$ cat src/hdl/gkd_pkg.sv
`timescale 1ns / 1ps
// ----------------------------------------------------------------------------
// gkd_pkg: shared constants of the 2-D Gaussian kernel density block
// Holds the e^-(2^k/256) factor table, register indexes and field widths.
// ----------------------------------------------------------------------------
package gkd_pkg;

    localparam int COORD_W   = 16;
    localparam int D2_W      = 34;
    localparam int U_W       = 12;
    localparam int KERN_W    = 17;
    localparam int SUM_W     = 23;
    localparam int DENS_W    = 32;
    localparam int IDX_W     = 6;
    localparam int CFG_IDX_W = 1;
    localparam int CFG_DAT_W = 32;
    localparam int SIG_W     = 32;
    localparam int NRM_W     = 24;

    localparam logic [CFG_IDX_W-1:0] REG_INV_TWO_SIGMA_SQ = 1'd0;
    localparam logic [CFG_IDX_W-1:0] REG_NORM_SCALE       = 1'd1;

    localparam logic [SIG_W-1:0] INV_TWO_SIGMA_SQ_RST = 32'd171196;
    localparam logic [NRM_W-1:0] NORM_SCALE_RST       = 24'd54494;

    function automatic logic [15:0] exp_factor(input logic [3:0] k);
        logic [15:0] f;
        case (k)
            4'd0:    f = 16'd65280;
            4'd1:    f = 16'd65026;
            4'd2:    f = 16'd64520;
            4'd3:    f = 16'd63520;
            4'd4:    f = 16'd61565;
            4'd5:    f = 16'd57835;
            4'd6:    f = 16'd51039;
            4'd7:    f = 16'd39750;
            4'd8:    f = 16'd24109;
            4'd9:    f = 16'd8869;
            4'd10:   f = 16'd1200;
            4'd11:   f = 16'd22;
            default: f = 16'd0;
        endcase
        return f;
    endfunction

endpackage

$ cat src/hdl/gkd_div.sv
`timescale 1ns / 1ps
// ----------------------------------------------------------------------------
// gkd_div: restoring divider, one quotient bit per cycle
// Divides a 47-bit dividend by a count scaled by 2^16; the quotient fits 32 bits.
// ----------------------------------------------------------------------------
module gkd_div
    import gkd_pkg::*;
#(
    parameter int CNT_W = 7
) (
    input  logic                i_clk,
    input  logic                i_rst_n,
    input  logic                i_start,
    input  logic [46:0]         i_dividend,
    input  logic [CNT_W-1:0]    i_count,
    output logic                o_done,
    output logic [DENS_W-1:0]   o_quot
);

    localparam int NUM_W = 47;
    localparam int QI_W  = NUM_W - 16;
    localparam int STP_W = $clog2(QI_W + 1);

    logic [NUM_W-1:0]  r_num, n_num;
    logic [CNT_W:0]    r_rem, n_rem;
    logic [QI_W-1:0]   r_q, n_q;
    logic [STP_W-1:0]  r_step, n_step;
    logic              r_busy, n_busy;
    logic              r_done, n_done;
    logic [CNT_W+1:0]  w_trial;

    // quotient = floor((num >> 16) / count), since divisor is count * 2^16
    always_comb begin
        n_num   = r_num;
        n_rem   = r_rem;
        n_q     = r_q;
        n_step  = r_step;
        n_busy  = r_busy;
        n_done  = 1'b0;
        w_trial = {r_rem, r_num[NUM_W-1]};
        if (i_start) begin
            n_num  = i_dividend;
            n_rem  = '0;
            n_step = STP_W'(QI_W);
            n_busy = 1'b1;
        end else if (r_busy) begin
            n_num = {r_num[NUM_W-2:0], 1'b0};
            if (w_trial >= {1'b0, 1'b0, i_count}) begin
                n_rem = (CNT_W+1)'(w_trial - {2'b0, i_count});
                n_q   = {r_q[QI_W-2:0], 1'b1};
            end else begin
                n_rem = w_trial[CNT_W:0];
                n_q   = {r_q[QI_W-2:0], 1'b0};
            end
            n_step = r_step - 1'b1;
            if (r_step == STP_W'(1)) begin
                n_busy = 1'b0;
                n_done = 1'b1;
            end
        end
    end

    always_ff @(posedge i_clk) begin
        if (!i_rst_n) begin
            r_busy <= 1'b0;
            r_done <= 1'b0;
        end else begin
            r_busy <= n_busy;
            r_done <= n_done;
        end
        r_num  <= n_num;
        r_rem  <= n_rem;
        r_q    <= n_q;
        r_step <= n_step;
    end

    assign o_done = r_done;
    assign o_quot = DENS_W'(r_q);

endmodule

$ cat config.mk
export PLATFORM = sky130hd
export DESIGN_NAME = gkd_div
export DESIGN_NICKNAME = d
export VERILOG_FILES = /design/src/hdl/gkd_pkg.sv /design/src/hdl/gkd_div.sv
export SDC_FILE = /design/constraint.sdc
export NUM_CORES = 1
export LEC_CHECK = 0
export BUFFER_PORTS_ARGS = -buffer_cell sky130_fd_sc_hd__clkbuf_2
export CAP_MARGIN = 20
export CORE_UTILIZATION = 58
export DETAILED_ROUTE_END_ITERATION = 16
export MAX_ROUTING_LAYER = met4
export PLACE_DENSITY = 0.86
export SLEW_MARGIN = 20
export SYNTH_ARGS = -nofsm -noshare
export SYNTH_HDL_FRONTEND = slang
export SYNTH_SLANG_ARGS = --single-unit
$ cat constraint.sdc
create_clock -name i_clk -period 3.9 [get_ports i_clk]
set_input_delay 0.39 -clock i_clk [delete_from_list [all_inputs] [get_ports i_clk]]
set_output_delay 0.39 -clock i_clk [all_outputs]
set_load 0.01 [all_outputs]
-- Word-level counts from Yosys, hierarchy flattened
Index checks and enable logic that the tools add are counted.
- flip-flop bits (word level): 93
- input bits: 57
- output and inout bits: 33
- word-level logic and storage cells: 24
- $add $sub $neg: 2
- $lt $le $gt $ge: 1
- eq/ne operators: 1
- mux-type cells: 8
- bitwise operators: 3
- reductions and logical operators: 3
- operators with widths (operator ; number):
    47-bit two-way mux ; 2
    9-bit by 7-bit greater-or-equal comparator with 1-bit output ; 1
    8-bit two-way mux ; 1
    8-bit by 7-bit subtractor with 8-bit output ; 1
    5-bit by 1-bit equality test with 1-bit output (second input constant) ; 1
    1-bit two-way mux ; 5
    5-bit by 1-bit subtractor with 5-bit output (second input constant) ; 1
    1-bit inverter ; 3
    3-bit OR reduction ; 1
    2-bit AND reduction ; 1
    2-bit nonzero test ; 1

-- Depth between registers and ports, before layout
- depth in word-level cells: 4
- mapped depth: 9
- mapped depth without buffers: 8

-- Least setup slack after synthesis
Ideal clock, no wire load.
- kind: in2reg
- from: input port i_start
- to: register r_num[0] (enable)
- setup time: 0.401 ns
- arrival time: 1.787 ns
- data required time: 3.499 ns
- setup slack: 1.712 ns
- stages: 3
- path buffers: 1
- cell sequence: clkbuf_1 > nor2_1 > inv_1
- cells in the longest elaborated chain, start to end: 1
- ends and longest elaborated chain (what ; line ; RTL):
    start: declaration ; gkd_div.sv:13 ; input logic i_start,
    2-bit nonzero test (no source line) ; -- ;
    end signal: assignment ; gkd_div.sv:71 ; r_num <= n_num;
    end: declaration ; gkd_div.sv:24 ; logic [NUM_W-1:0] r_num, n_num;
Every way passes these cells.
A chain may end at the register's enable or synchronous reset.

-- Final worst setup path
- from: register r_num[46]
- to: register r_rem[2]
- cells in the longest elaborated chain, start to end: 2
- elaborated cells between the ends (all ways): 3
- those cells by class: 1 x add/sub; 1 x order compare; 1 x mux
- ends and longest elaborated chain (what ; line ; RTL):
    8-bit by 7-bit subtractor with 8-bit output or 9-bit by 7-bit greater-or-equal comparator with 1-bit output (tied branches) ; gkd_div.sv:49, gkd_div.sv:48 ;
    8-bit two-way mux * ; gkd_div.sv:48 ; if (w_trial >= {1'b0, 1'b0, i_count}) begin
    end signal: assignment ; gkd_div.sv:72 ; r_rem <= n_rem;
    end: declaration ; gkd_div.sv:25 ; logic [CNT_W:0] r_rem, n_rem;
Mark *: on every way between the ends. The rest lies on a longest branch, timed or not.

==> results.toml <==
[worst_setup_path]
r2r-start = "r_num[46]"
timing.setup.critical_path_class = "reg -> reg"
crit_start = "r_num[46]"
worst-endpoint-arrival_ns = 2.33
timing.critical_path.fanout_max = 9
cp-end-kind = "flop"
timing.critical_path.required_ns = 4.13
worst-r2r-setup-slack_ns = 1.81
startpoint_type = "flop"

[route]
detailedRoute.firstPassIterationCount = 4
drc_errors = 0
route.final.wire_length_um = 6970
drt-initial-drc-count = 118
routed_via_density = 5.58
detail-route-antenna-nets = 0
dr_total_vias = 2479
route.detailed.wl_per_inst_um = 15.7

[logic_synthesis]
synth.top_cell.area_share_pct = 57.8
yosysSeqAreaShare_pct = 65.2
synth_top_area_cell = "edfxtp_1"
synth_flop_cell = "edfxtp_1"
synth-edff-count = 78
syn-mean-instance-area_sq_um = 15.0
netlist_instances = 270
yosysMostFrequentCell = "edfxtp_1"
synth-seq-cells = 93
mappedNetlistNets = 337
synthArstFlopShare_pct = 0
post_synthesis_cell_area_sq_um = 4050
post_synth_main_area_contributors = "edfxtp_1, mux2_2, dfxtp_1"
synth.top_cells.by_count = "edfxtp_1, mux2_2, dfxtp_1"
yosysWarningCount = 0
yosysUniqueCellTypes = 49

[global_route]
initial_antenna_violation_count = 0
top_usage_layer = "met2"
met3_usage_pct = 5.49
grt.met2_usage_pct = 30.1
grt_pass1_vias = 2256
global_route_wire_length_before_repair_um = 10800
grt_util_met1_pct = 26.4
grt_start_max_net_pins = 53
globalRoute.totalOverflow = 0
grtUsageTotal_pct = 20.3

[cts]
clk-insertion-delay-late_ns = 0.35
ctsResizeCount = 0
cts-htree-levels = 3
hold_buffers = 0
clockRootBuffer = "clkbuf_8"
buffers_from_clock_root_to_sink_at_most = 2
tritoncts = "yes"
tritoncts.num_buffers = 9
clkSlewWorstSetupHoldPaths_ns = 0.08
post_cts.repair.setup_buffers = 0
tritoncts_num_sinks = 93

[power]
ir_worst_vdd_mv = 0.278
power_dens_cells_nw_per_um2 = 438
power.static_leakage_nw = 1.91
post-layout-total-power_mw = 2.07

[cells_and_area]
cell_count_final_fillers_out = 444
layout-drive-gt1-share_pct = 43.7
area_growth_syn_to_layout_pct = 16.8
final_nets = 426
antenna_cell_count = 0
layout.cell_area.non_filler_sq_um = 4730

[die]
core_area_sq_um = 6760
initial_core_util_pct = 60.0
fp_rows = 30
floorplan.die_area_sq_um = 7320
top_level_ports = 90
die_w_um = 85.6
die_h_um = 85.6

[sta]
slew_headroom_pct = 36.0
hold_viol = 0
final_max_slew_viol_count = 0
setup-tns-final_ns = 0
report.final.setup_viol = 0
timing.fmax_mhz = 478
min_period_ns = 2.09
smallest_hold_slack_ns = 0.259
worst_clock_skew_ns = 0.0130
worst_pin_slew_ns = 0.958
min_period_over_period_pct = 53.7
rsz0062_at_grt = "no"

[placed_design]
port_buffers = 88
placement.cell_area_sq_um = 4540
place.gp.congestion = 0.911
placed_cells = 428
post-dp-hpwl_um = 4800

[status]
run_status = "complete, no violations"

[min_path]
hold_path_class = "in -> reg"
hold_path.startpoint = "i_rst_n"

[job]
drv_cap = 0
[cell families (layout without fill, tap and decap cells)]
logic type	after synthesis	count (layout)	share of synthesized area (%)
other	1	1	0.0926
buffers and inverters	26	120	3.06
and+or+nand+nor	54	54	7.69
DFF	93	93	65.2
xor gates and xnor gates	5	5	1.08
muxes	47	47	13.0
AOI/OAI and AO/OA	34	34	6.55
adders and majority gates	10	10	3.27
[worst paths after layout]
kind,end,depth (start not counted)
max,r_rem[2],7
min,r_busy,3
max reg2reg,r_rem[2],7
min reg2reg,r_q[17],0
[placed cells by master, fill, tap and decap left out, drive strengths merged, types with 5 or more instances in the layout]
cell type,n
a21oi,5
clkbuf,97
clkinv,5
dfxtp,15
edfxtp,78
ha,9
inv,15
mux2,46
nand2,13
nand2b,7
nor2,6
o211ai,7
o21ai,8
[metrics by stage]
stage	utilization [%]	setup WS, ns
CTS	70.0	1.80
global placement	67.1	1.70
global route	70.0	1.70
floorplan	-	1.71
detailed placement	67.1	1.67
finish	70.0	1.81
[critical path: stages, from the launching register on]
cell,delay [ns]
edfxtp_1,0.36
inv_1,0.11
ha_1,0.26
nand2b_1,0.16
a211oi_2,0.29
o21bai_4,0.14
or2_1,0.32
a221o_1,0.34
[area by class of cell]
| type | count | area (sq um) |
|---|---|---|
| flip-flops and latches | 93 | 2640 |
| fillers | 467 | 2020 |
| multi-input cells | 151 | 1280 |
| repair buffers | 90 | 455 |
| clock buffers | 9 | 124 |
| well taps | 80 | 100 |
| clock inverters | 7 | 72.6 |
| inverters | 14 | 52.6 |
[power by group]
part	internal (mW)	total, mW	switching [mW]
Combinational	0.122	0.251	0.130
Clock	0.299	0.626	0.328
Sequential	1.16	1.20	0.0312
[routing by layer]
layer	up-vias	part of all wire, %
met2	80	48
met3	15	5.8
li1	1189	-
met4	0	1.5
met1	1195	45
met5	-	0
[registers in the layout, summed over array words and instances (netlist names)]
| signal | cells |
|---|---|
| o_done | 1 |
| r_busy | 1 |
| r_num | 47 |
| r_q | 31 |
| r_rem | 8 |
| r_step | 5 |
Power figures use the tool's default switching activity.
