`src/hdl/gkd_pkg.sv`:
```
`timescale 1ns / 1ps
// ----------------------------------------------------------------------------
// gkd_pkg: shared constants of the 2-D Gaussian kernel density block
// Holds the e^-(2^k/256) factor table, register indexes and field widths.
// ----------------------------------------------------------------------------
package gkd_pkg;

    localparam int COORD_W   = 16;
    localparam int D2_W      = 34;
    localparam int U_W       = 12;
    localparam int KERN_W    = 17;
    localparam int SUM_W     = 23;
    localparam int DENS_W    = 32;
    localparam int IDX_W     = 6;
    localparam int CFG_IDX_W = 1;
    localparam int CFG_DAT_W = 32;
    localparam int SIG_W     = 32;
    localparam int NRM_W     = 24;

    localparam logic [CFG_IDX_W-1:0] REG_INV_TWO_SIGMA_SQ = 1'd0;
    localparam logic [CFG_IDX_W-1:0] REG_NORM_SCALE       = 1'd1;

    localparam logic [SIG_W-1:0] INV_TWO_SIGMA_SQ_RST = 32'd171196;
    localparam logic [NRM_W-1:0] NORM_SCALE_RST       = 24'd54494;

    function automatic logic [15:0] exp_factor(input logic [3:0] k);
        logic [15:0] f;
        case (k)
            4'd0:    f = 16'd65280;
            4'd1:    f = 16'd65026;
            4'd2:    f = 16'd64520;
            4'd3:    f = 16'd63520;
            4'd4:    f = 16'd61565;
            4'd5:    f = 16'd57835;
            4'd6:    f = 16'd51039;
            4'd7:    f = 16'd39750;
            4'd8:    f = 16'd24109;
            4'd9:    f = 16'd8869;
            4'd10:   f = 16'd1200;
            4'd11:   f = 16'd22;
            default: f = 16'd0;
        endcase
        return f;
    endfunction

endpackage

```
`src/hdl/gkd_kernel.sv`:
```
`timescale 1ns / 1ps
// ----------------------------------------------------------------------------
// gkd_kernel: iterative pair kernel unit
// Squares distance, scales by 1/(2 sigma^2), then walks 12 exponent bits with
// a 17x16 multiplier.
// ----------------------------------------------------------------------------
module gkd_kernel
    import gkd_pkg::*;
(
    input  logic                       i_clk,
    input  logic                       i_rst_n,
    input  logic                       i_start,
    input  logic signed [COORD_W-1:0]  i_xa,
    input  logic signed [COORD_W-1:0]  i_ya,
    input  logic signed [COORD_W-1:0]  i_xb,
    input  logic signed [COORD_W-1:0]  i_yb,
    input  logic [SIG_W-1:0]           i_inv_sig,
    output logic                       o_done,
    output logic [KERN_W-1:0]          o_kernel
);

    typedef enum logic [5:0] {
        S_IDLE = 6'b000001,
        S_SQX  = 6'b000010,
        S_SQY  = 6'b000100,
        S_MHI  = 6'b001000,
        S_MLO  = 6'b010000,
        S_EXP  = 6'b100000
    } t_kst;

    t_kst               r_st, n_st;
    logic signed [16:0] r_dx, r_dy;
    logic [D2_W-1:0]    r_d2;
    logic [49:0]        r_hi;
    logic [U_W-1:0]     r_u;
    logic [KERN_W-1:0]  r_acc;
    logic [3:0]         r_k;
    logic               r_done;
    logic               w_big;

    logic signed [16:0] w_sq_a;
    logic [33:0]        w_sq;
    logic [49:0]        w_mhi;
    logic [49:0]        w_mlo;
    logic [32:0]        w_emul;
    logic [51:0]        w_usum;

    always_comb begin
        n_st = r_st;
        case (r_st)
            S_IDLE:  if (i_start) n_st = S_SQX;
            S_SQX:   n_st = S_SQY;
            S_SQY:   n_st = S_MHI;
            S_MHI:   n_st = S_MLO;
            S_MLO:   n_st = S_EXP;
            S_EXP:   if (r_k == 4'd11 || w_big) n_st = S_IDLE;
            default: n_st = S_IDLE;
        endcase
    end

    assign w_sq_a = (r_st == S_SQX) ? r_dx : r_dy;
    assign w_sq   = 34'(w_sq_a * w_sq_a);
    assign w_mhi  = 50'(r_d2) * 50'(i_inv_sig[31:16]);
    assign w_mlo  = 50'(r_d2) * 50'(i_inv_sig[15:0]);
    assign w_usum = 52'(r_hi) + 52'(w_mlo >> 16);
    assign w_emul = 33'(r_acc) * 33'(exp_factor(r_k)) + 33'd32768;
    assign w_big  = (r_st == S_EXP) && (r_hi[49:12] != '0);

    always_ff @(posedge i_clk) begin
        if (!i_rst_n) begin
            r_st   <= S_IDLE;
            r_done <= 1'b0;
        end else begin
            r_st   <= n_st;
            r_done <= (r_st == S_EXP) && (r_k == 4'd11 || w_big);
        end
        case (r_st)
            S_IDLE: begin
                r_dx <= 17'(i_xa) - 17'(i_xb);
                r_dy <= 17'(i_ya) - 17'(i_yb);
                r_d2 <= '0;
            end
            S_SQX: r_d2 <= w_sq;
            S_SQY: r_d2 <= r_d2 + w_sq;
            S_MHI: r_hi <= w_mhi;
            S_MLO: begin
                // hold u (possibly >= 4096) in r_hi for the range check
                r_hi  <= 50'(w_usum >> 16);
                r_u   <= U_W'(w_usum >> 16);
                r_acc <= 17'd65536;
                r_k   <= 4'd0;
            end
            S_EXP: begin
                if (w_big) begin
                    r_acc <= '0;
                end else if (r_u[r_k]) begin
                    r_acc <= KERN_W'(w_emul >> 16);
                end
                r_k <= r_k + 4'd1;
            end
            default: ;
        endcase
    end

    assign o_done   = r_done;
    assign o_kernel = r_acc;

endmodule

```
`config.mk`:
```
export PLATFORM = sky130hd
export DESIGN_NAME = gkd_kernel
export DESIGN_NICKNAME = d
export VERILOG_FILES = /design/src/hdl/gkd_pkg.sv /design/src/hdl/gkd_kernel.sv
export SDC_FILE = /design/constraint.sdc
export NUM_CORES = 2
export LEC_CHECK = 0
export BUFFER_PORTS_ARGS = -buffer_cell sky130_fd_sc_hd__buf_4
export CAP_MARGIN = 20
export CORE_UTILIZATION = 25
export CTS_CLUSTER_DIAMETER = 30
export DETAILED_ROUTE_END_ITERATION = 6
export HOLD_SLACK_MARGIN = 0.03
export PLACE_DENSITY = 0.38
export SYNTH_ARGS = -nofsm -noshare
export SYNTH_HDL_FRONTEND = slang
export SYNTH_SLANG_ARGS = --single-unit
```
`constraint.sdc`:
```
create_clock -name i_clk -period 11.42 [get_ports i_clk]
set_clock_uncertainty 0.05 [all_clocks]
set_input_delay 0.571 -clock i_clk [delete_from_list [all_inputs] [get_ports i_clk]]
set_output_delay 0.571 -clock i_clk [all_outputs]
set_load 0.005 [all_outputs]
```
Word-level counts from Yosys, hierarchy flattened
Memory sizes are Yosys's and may differ from the RTL's. A register that Yosys moved wholly into a read port is not among the register bits.
Cells that the tools add are included.
Word-level totals
  bits in registers: 158
  ROM bits: 256
  bits of input ports: 99
  output and inout bits: 18
  memories: 1
Operators by class
  $add $sub $neg: 6
  multipliers: 4
  $lt $le $gt $ge: 1
  eq/ne operators: 10
  mux-type cells: 13
  reductions and logical operators: 9
Memories
  (name not given): depth 16, bits a word 16, read ports 1, clocked after memory_dff 1, wr ports 0, line gkd_pkg.sv:28  | case (k)
Operator list (number)
  $pmux W34 S3: 1
  $mul A34 B16 Y50: 2
  $pmux W50 S2: 1
  $add A50 B34 Y51: 1
  $mux W17: 3
  $reduce_bool A38 Y1: 1
  $pmux W6 S6: 1
  $add A34 B34 Y34: 1
  $mul A17 B17 Y34: 1
  $pmux W17 S2: 1
  $sub A16 B16 Y17: 2
  $add A33 B16 Y33 const B: 1
  $mul A17 B16 Y33: 1
  $mux W6: 2
  $pmux W4 S2: 1
  $eq A6 B1 Y1 const B: 1
  $eq A6 B2 Y1 const B: 1
  $eq A6 B3 Y1 const B: 1
  $eq A6 B4 Y1 const B: 1
  $eq A6 B5 Y1 const B: 1
  $eq A6 B6 Y1 const B: 1
  $lt A4 B5 Y1 const B: 1
  $add A4 B1 Y4 const B: 1
  $bmux W1 S4: 1
  other kinds (11): 14

Longest topological paths before layout
  word-level depth: 5
  depth in mapped cells: 40
  depth with buffers taken out: 39

Worst setup path before layout
No wires, ideal clock.
  path kind: input to register
  start point: input i_inv_sig[4]
  end point: register r_hi[33] (data pin)
  arrival time: 8.673 ns
  required time: 11.110 ns
  setup slack: 2.437 ns
  stages on the path: 36
  cells stage by stage: clkbuf_1 clkbuf_1 nand2_1 fa_1 inv_1 fa_1 inv_1 fa_1 inv_1 fa_1 inv_1 fa_1 inv_1 fa_1 ha_1 a211oi_1 o211ai_1 a21oi_1 o31ai_1 a31oi_1 o211ai_1 or2_2 a31oi_1 xnor2_1 ha_1 a21o_1 a21o_1 a21o_1 a21o_1 a21o_1 a31o_2 and3_1 clkbuf_1 o2111ai_1 xnor2_1 mux2_2
Between the ends
  word-level cells in the longest chain between the ends: 3
Ends and longest elaborated chain
  from (decl): line gkd_kernel.sv:17  | input logic [SIG_W-1:0] i_inv_sig,
  $mul A34 B16 Y50: line gkd_kernel.sv:64  | assign w_mlo = 50'(r_d2) * 50'(i_inv_sig[15:0]);
  $add A50 B34 Y51: line gkd_kernel.sv:65  | assign w_usum = 52'(r_hi) + 52'(w_mlo >> 16);
  $pmux W50 S2: line gkd_kernel.sv:77  | case (r_st)
  to (signal assigned): line gkd_kernel.sv:85  | S_MHI: r_hi <= w_mhi;
  to (signal assigned): line gkd_kernel.sv:88  | r_hi <= 50'(w_usum >> 16);
  to (decl): line gkd_kernel.sv:34  | logic [49:0] r_hi;
No other way between the ends.
A chain may end at the register's enable or synchronous reset.

Final worst setup path
  start point: register r_d2[13]
  end point: register r_hi[29] (data pin)
Between the ends
  word-level cells in the longest chain between the ends: 3
  elaborated cells between the ends (all ways): 4
  classes of those cells: add/sub (1); mul (2); mux (1)
Ends and longest elaborated chain
  from (decl): line gkd_kernel.sv:33  | logic [D2_W-1:0] r_d2;
  from (signal assigned): line gkd_kernel.sv:83  | S_SQX: r_d2 <= w_sq;
  from (signal assigned): line gkd_kernel.sv:84  | S_SQY: r_d2 <= r_d2 + w_sq;
  $mul A34 B16 Y50: line gkd_kernel.sv:64
  $add A50 B34 Y51: line gkd_kernel.sv:65
  $pmux W50 S2 *: line gkd_kernel.sv:77
Mark *: on every way between the ends. The rest lies on a longest branch, timed or not.

==> flow_summary.ini <==
[logic_synthesis]
synth-seq-cells = 174
yosys_warnings = 0
syn_area_mm2 = 0.0622
synth_edf_count = 151
ys.flop_type = edfxtp_1
ys_seq_area_share_pct = 8.03
syn_area_per_cell_um2 = 8.95
synth-async-reset-ratio_pct = 0
synth_cells = 6950
synth_nets = 8967
ys_types = 79

[critical_path]
worstSetupPathType = register to register
required_ns = 11.64
crit_top_cell = fa_1
worstPathArrival_ns = 10.89
cpMaxStageDelayCell = edfxtp_1
cp_max_fo = 17
crit_buf_inv = 3
start_kind = register
cp_slowest_stage_delay_ns = 1.14
end_kind = register
critPathTopFamily = adder cells

[cts]
cts_resized = 0
clkSlewWorstSetupHoldPaths_ns = 0.09
insertion_delay_ns = 0.52
cts_tree = built
numCtsBuffers = 17
h-tree-depth = 4
cts_root_buf = clkbuf_16
cts_buffer_depth = 2
cts_sinks = 174
postCtsSetupBuffers = 0
ctsHoldBuffers = 0

[route]
ant_nets = 0
drt-initial-drc-count = 2399
drt-vias-per-instance = 4.50
drt_first_pass_iters = 5
wirelength_mm = 206
post_drt_wl_per_cell_um = 20.2
drc = 0
vias = 46000

[floorplan]
pin_count = 117
rows = 182
initial_core_util_pct = 25.2
core_area_mm2 = 0.247
fp.dieW_um = 501
die_h_um = 501
dieArea_mm2 = 0.251

[global_route]
grt_first_pass_wirelength_mm = 319
grt_overflow = 0
grt_use_total_pct = 16.9
antenna_found_initial = 10
grt_max_degree = 51
grt_pass1_vias = 50600

[sta]
finalMaxSlewViolations = 0
finalSetupTns_ns = 0
setup_slack_ns = 0.754
hold_viol = 0
setup_viol = 0
fin_crit_sh_pct = 93.4
period_needed_ns = 10.67
max-slew-margin-rel_pct = 21.5
worst_slew_pin_slew_ns = 1.15
max_freq_mhz = 93.8
rsz0062_at_grt = false

[hold_path]
hold_class = input port to register

[cells_and_area]
syn_to_final_growth_pct = 8.74
drive_above_1_share_pct = 4.41
layout_commonest_cell = inv_1
fillers = 26500
final_nets = 8917
instances_no_fill = 10200
layout_common_cells = inv_1, fa_1, nand2_1

[placed_design]
pre_cts_slack_ns = 0.761
gp_congestion = 0.850
dp.cells = 10200
place_hpwl_mm = 166
numPortBuffers = 116

[status]
status = complete, no violations

[flow_run]
cap_violations = 0
-- flip-flops by register name (all words and copies together), names as in the netlist, named ones only --
register	count
r_dy	17
r_st	6
r_u	12
r_hi	50
o_kernel	17
r_k	4
r_dx	17
o_done	1
r_d2	34
-- cells in the mapped netlist, types with 22 or more instances --
library cell  number  share of area [%]
o21a_1            32               0.39
xor2_1            68               0.96
nand2_1         1222                7.4
and3_1            32               0.32
and2_1           419                4.2
nor3_1            67               0.54
nor2_1           216                1.3
clkbuf_1         290                1.7
xnor2_1          121                1.7
o21bai_1          22               0.27
a21oi_1          177                1.4
o211ai_1          22               0.27
a21o_1            93                1.1
inv_1           1543                9.3
dfxtp_1           23               0.74
o21ai_0          125                1.0
nand4_1           31               0.31
nand3_1           31               0.25
ha_1             550                 11
fa_1            1368                 44
nor2b_1           31               0.31
edfxtp_1         151                7.3
a211oi_1          29               0.35
-- metal layers --
| metal | up-vias | share of wire (%) | global-route usage (%) |
|---|---|---|---|
| met1 | 24000 | 46 | 22.9 |
| met3 | 180 | 3.4 | 1.40 |
| met4 | 2 | 2.9 | 4.89 |
| li1 | 20900 | - | - |
| met5 | - | 0.0063 | 0 |
| met2 | 903 | 48 | 28.6 |
-- stage by stage --
step / util (%) / instance area (um2) / hold slack, ns
after floorplan: - / 62200 / 0.460
after global placement: 27.2 / 67000 / 0.524
after global routing: 27.4 / 67700 / 0.195
after CTS: 27.4 / 67700 / 0.154
final: 27.4 / 67700 / 0.195
after detailed placement: 27.2 / 67100 / 0.529
-- worst reg2reg max path: cells and delay by family, from the launching register on --
family / cells / cell delay (ns)
AO/OA/AOI/OAI: 10 / 2.93
XOR/XNOR: 2 / 0.67
adder cells (fa/ha/maj): 8 / 3.86
buffers and inverters: 3 / 0.34
flip-flops: 1 / 1.14
AND/OR/NAND/NOR: 6 / 1.45
-- logic make-up (layout without fill, tap and decap cells) --
logic type               after synthesis  in the layout  synth area share [%]
AO/OA/AOI/OAI                        651            651                  6.89
XOR/XNOR                             190            190                  2.69
adder cells (fa/ha/maj)             1918           1918                  55.1
buffers and inverters               1845           1808                  11.1
flip-flops                           174            174                  8.03
multiplexers                          23             23                 0.440
other                                  0              1                     0
AND/OR/NAND/NOR                     2149           2149                  15.8
-- path summary, 6_finish.rpt --
check           start       end  slack, ns  cells past startpoint
max          r_d2[13]  r_hi[29]       0.75                     29
min           i_rst_n   r_st[0]       0.19                      2
max reg2reg  r_d2[13]  r_hi[29]       0.75                     29
min reg2reg   r_st[1]   r_st[1]       0.54                      2
-- final cells by class --
class                   instances  area (um2)  area share (%)
inverters                    1546        5800            8.58
clock inverters                14         168           0.248
clock buffers                  18         430           0.636
repair buffers                230        1800            2.66
flip-flops and latches        174        4990            7.38
multi-input cells            4931       50300            74.4
well taps                    3312        4140            6.12
diodes                          1        2.50         0.00370
Power is left out: the tool's default activity adds up to more than one toggle a clock period on the data nets, which glitch-free logic cannot reach.
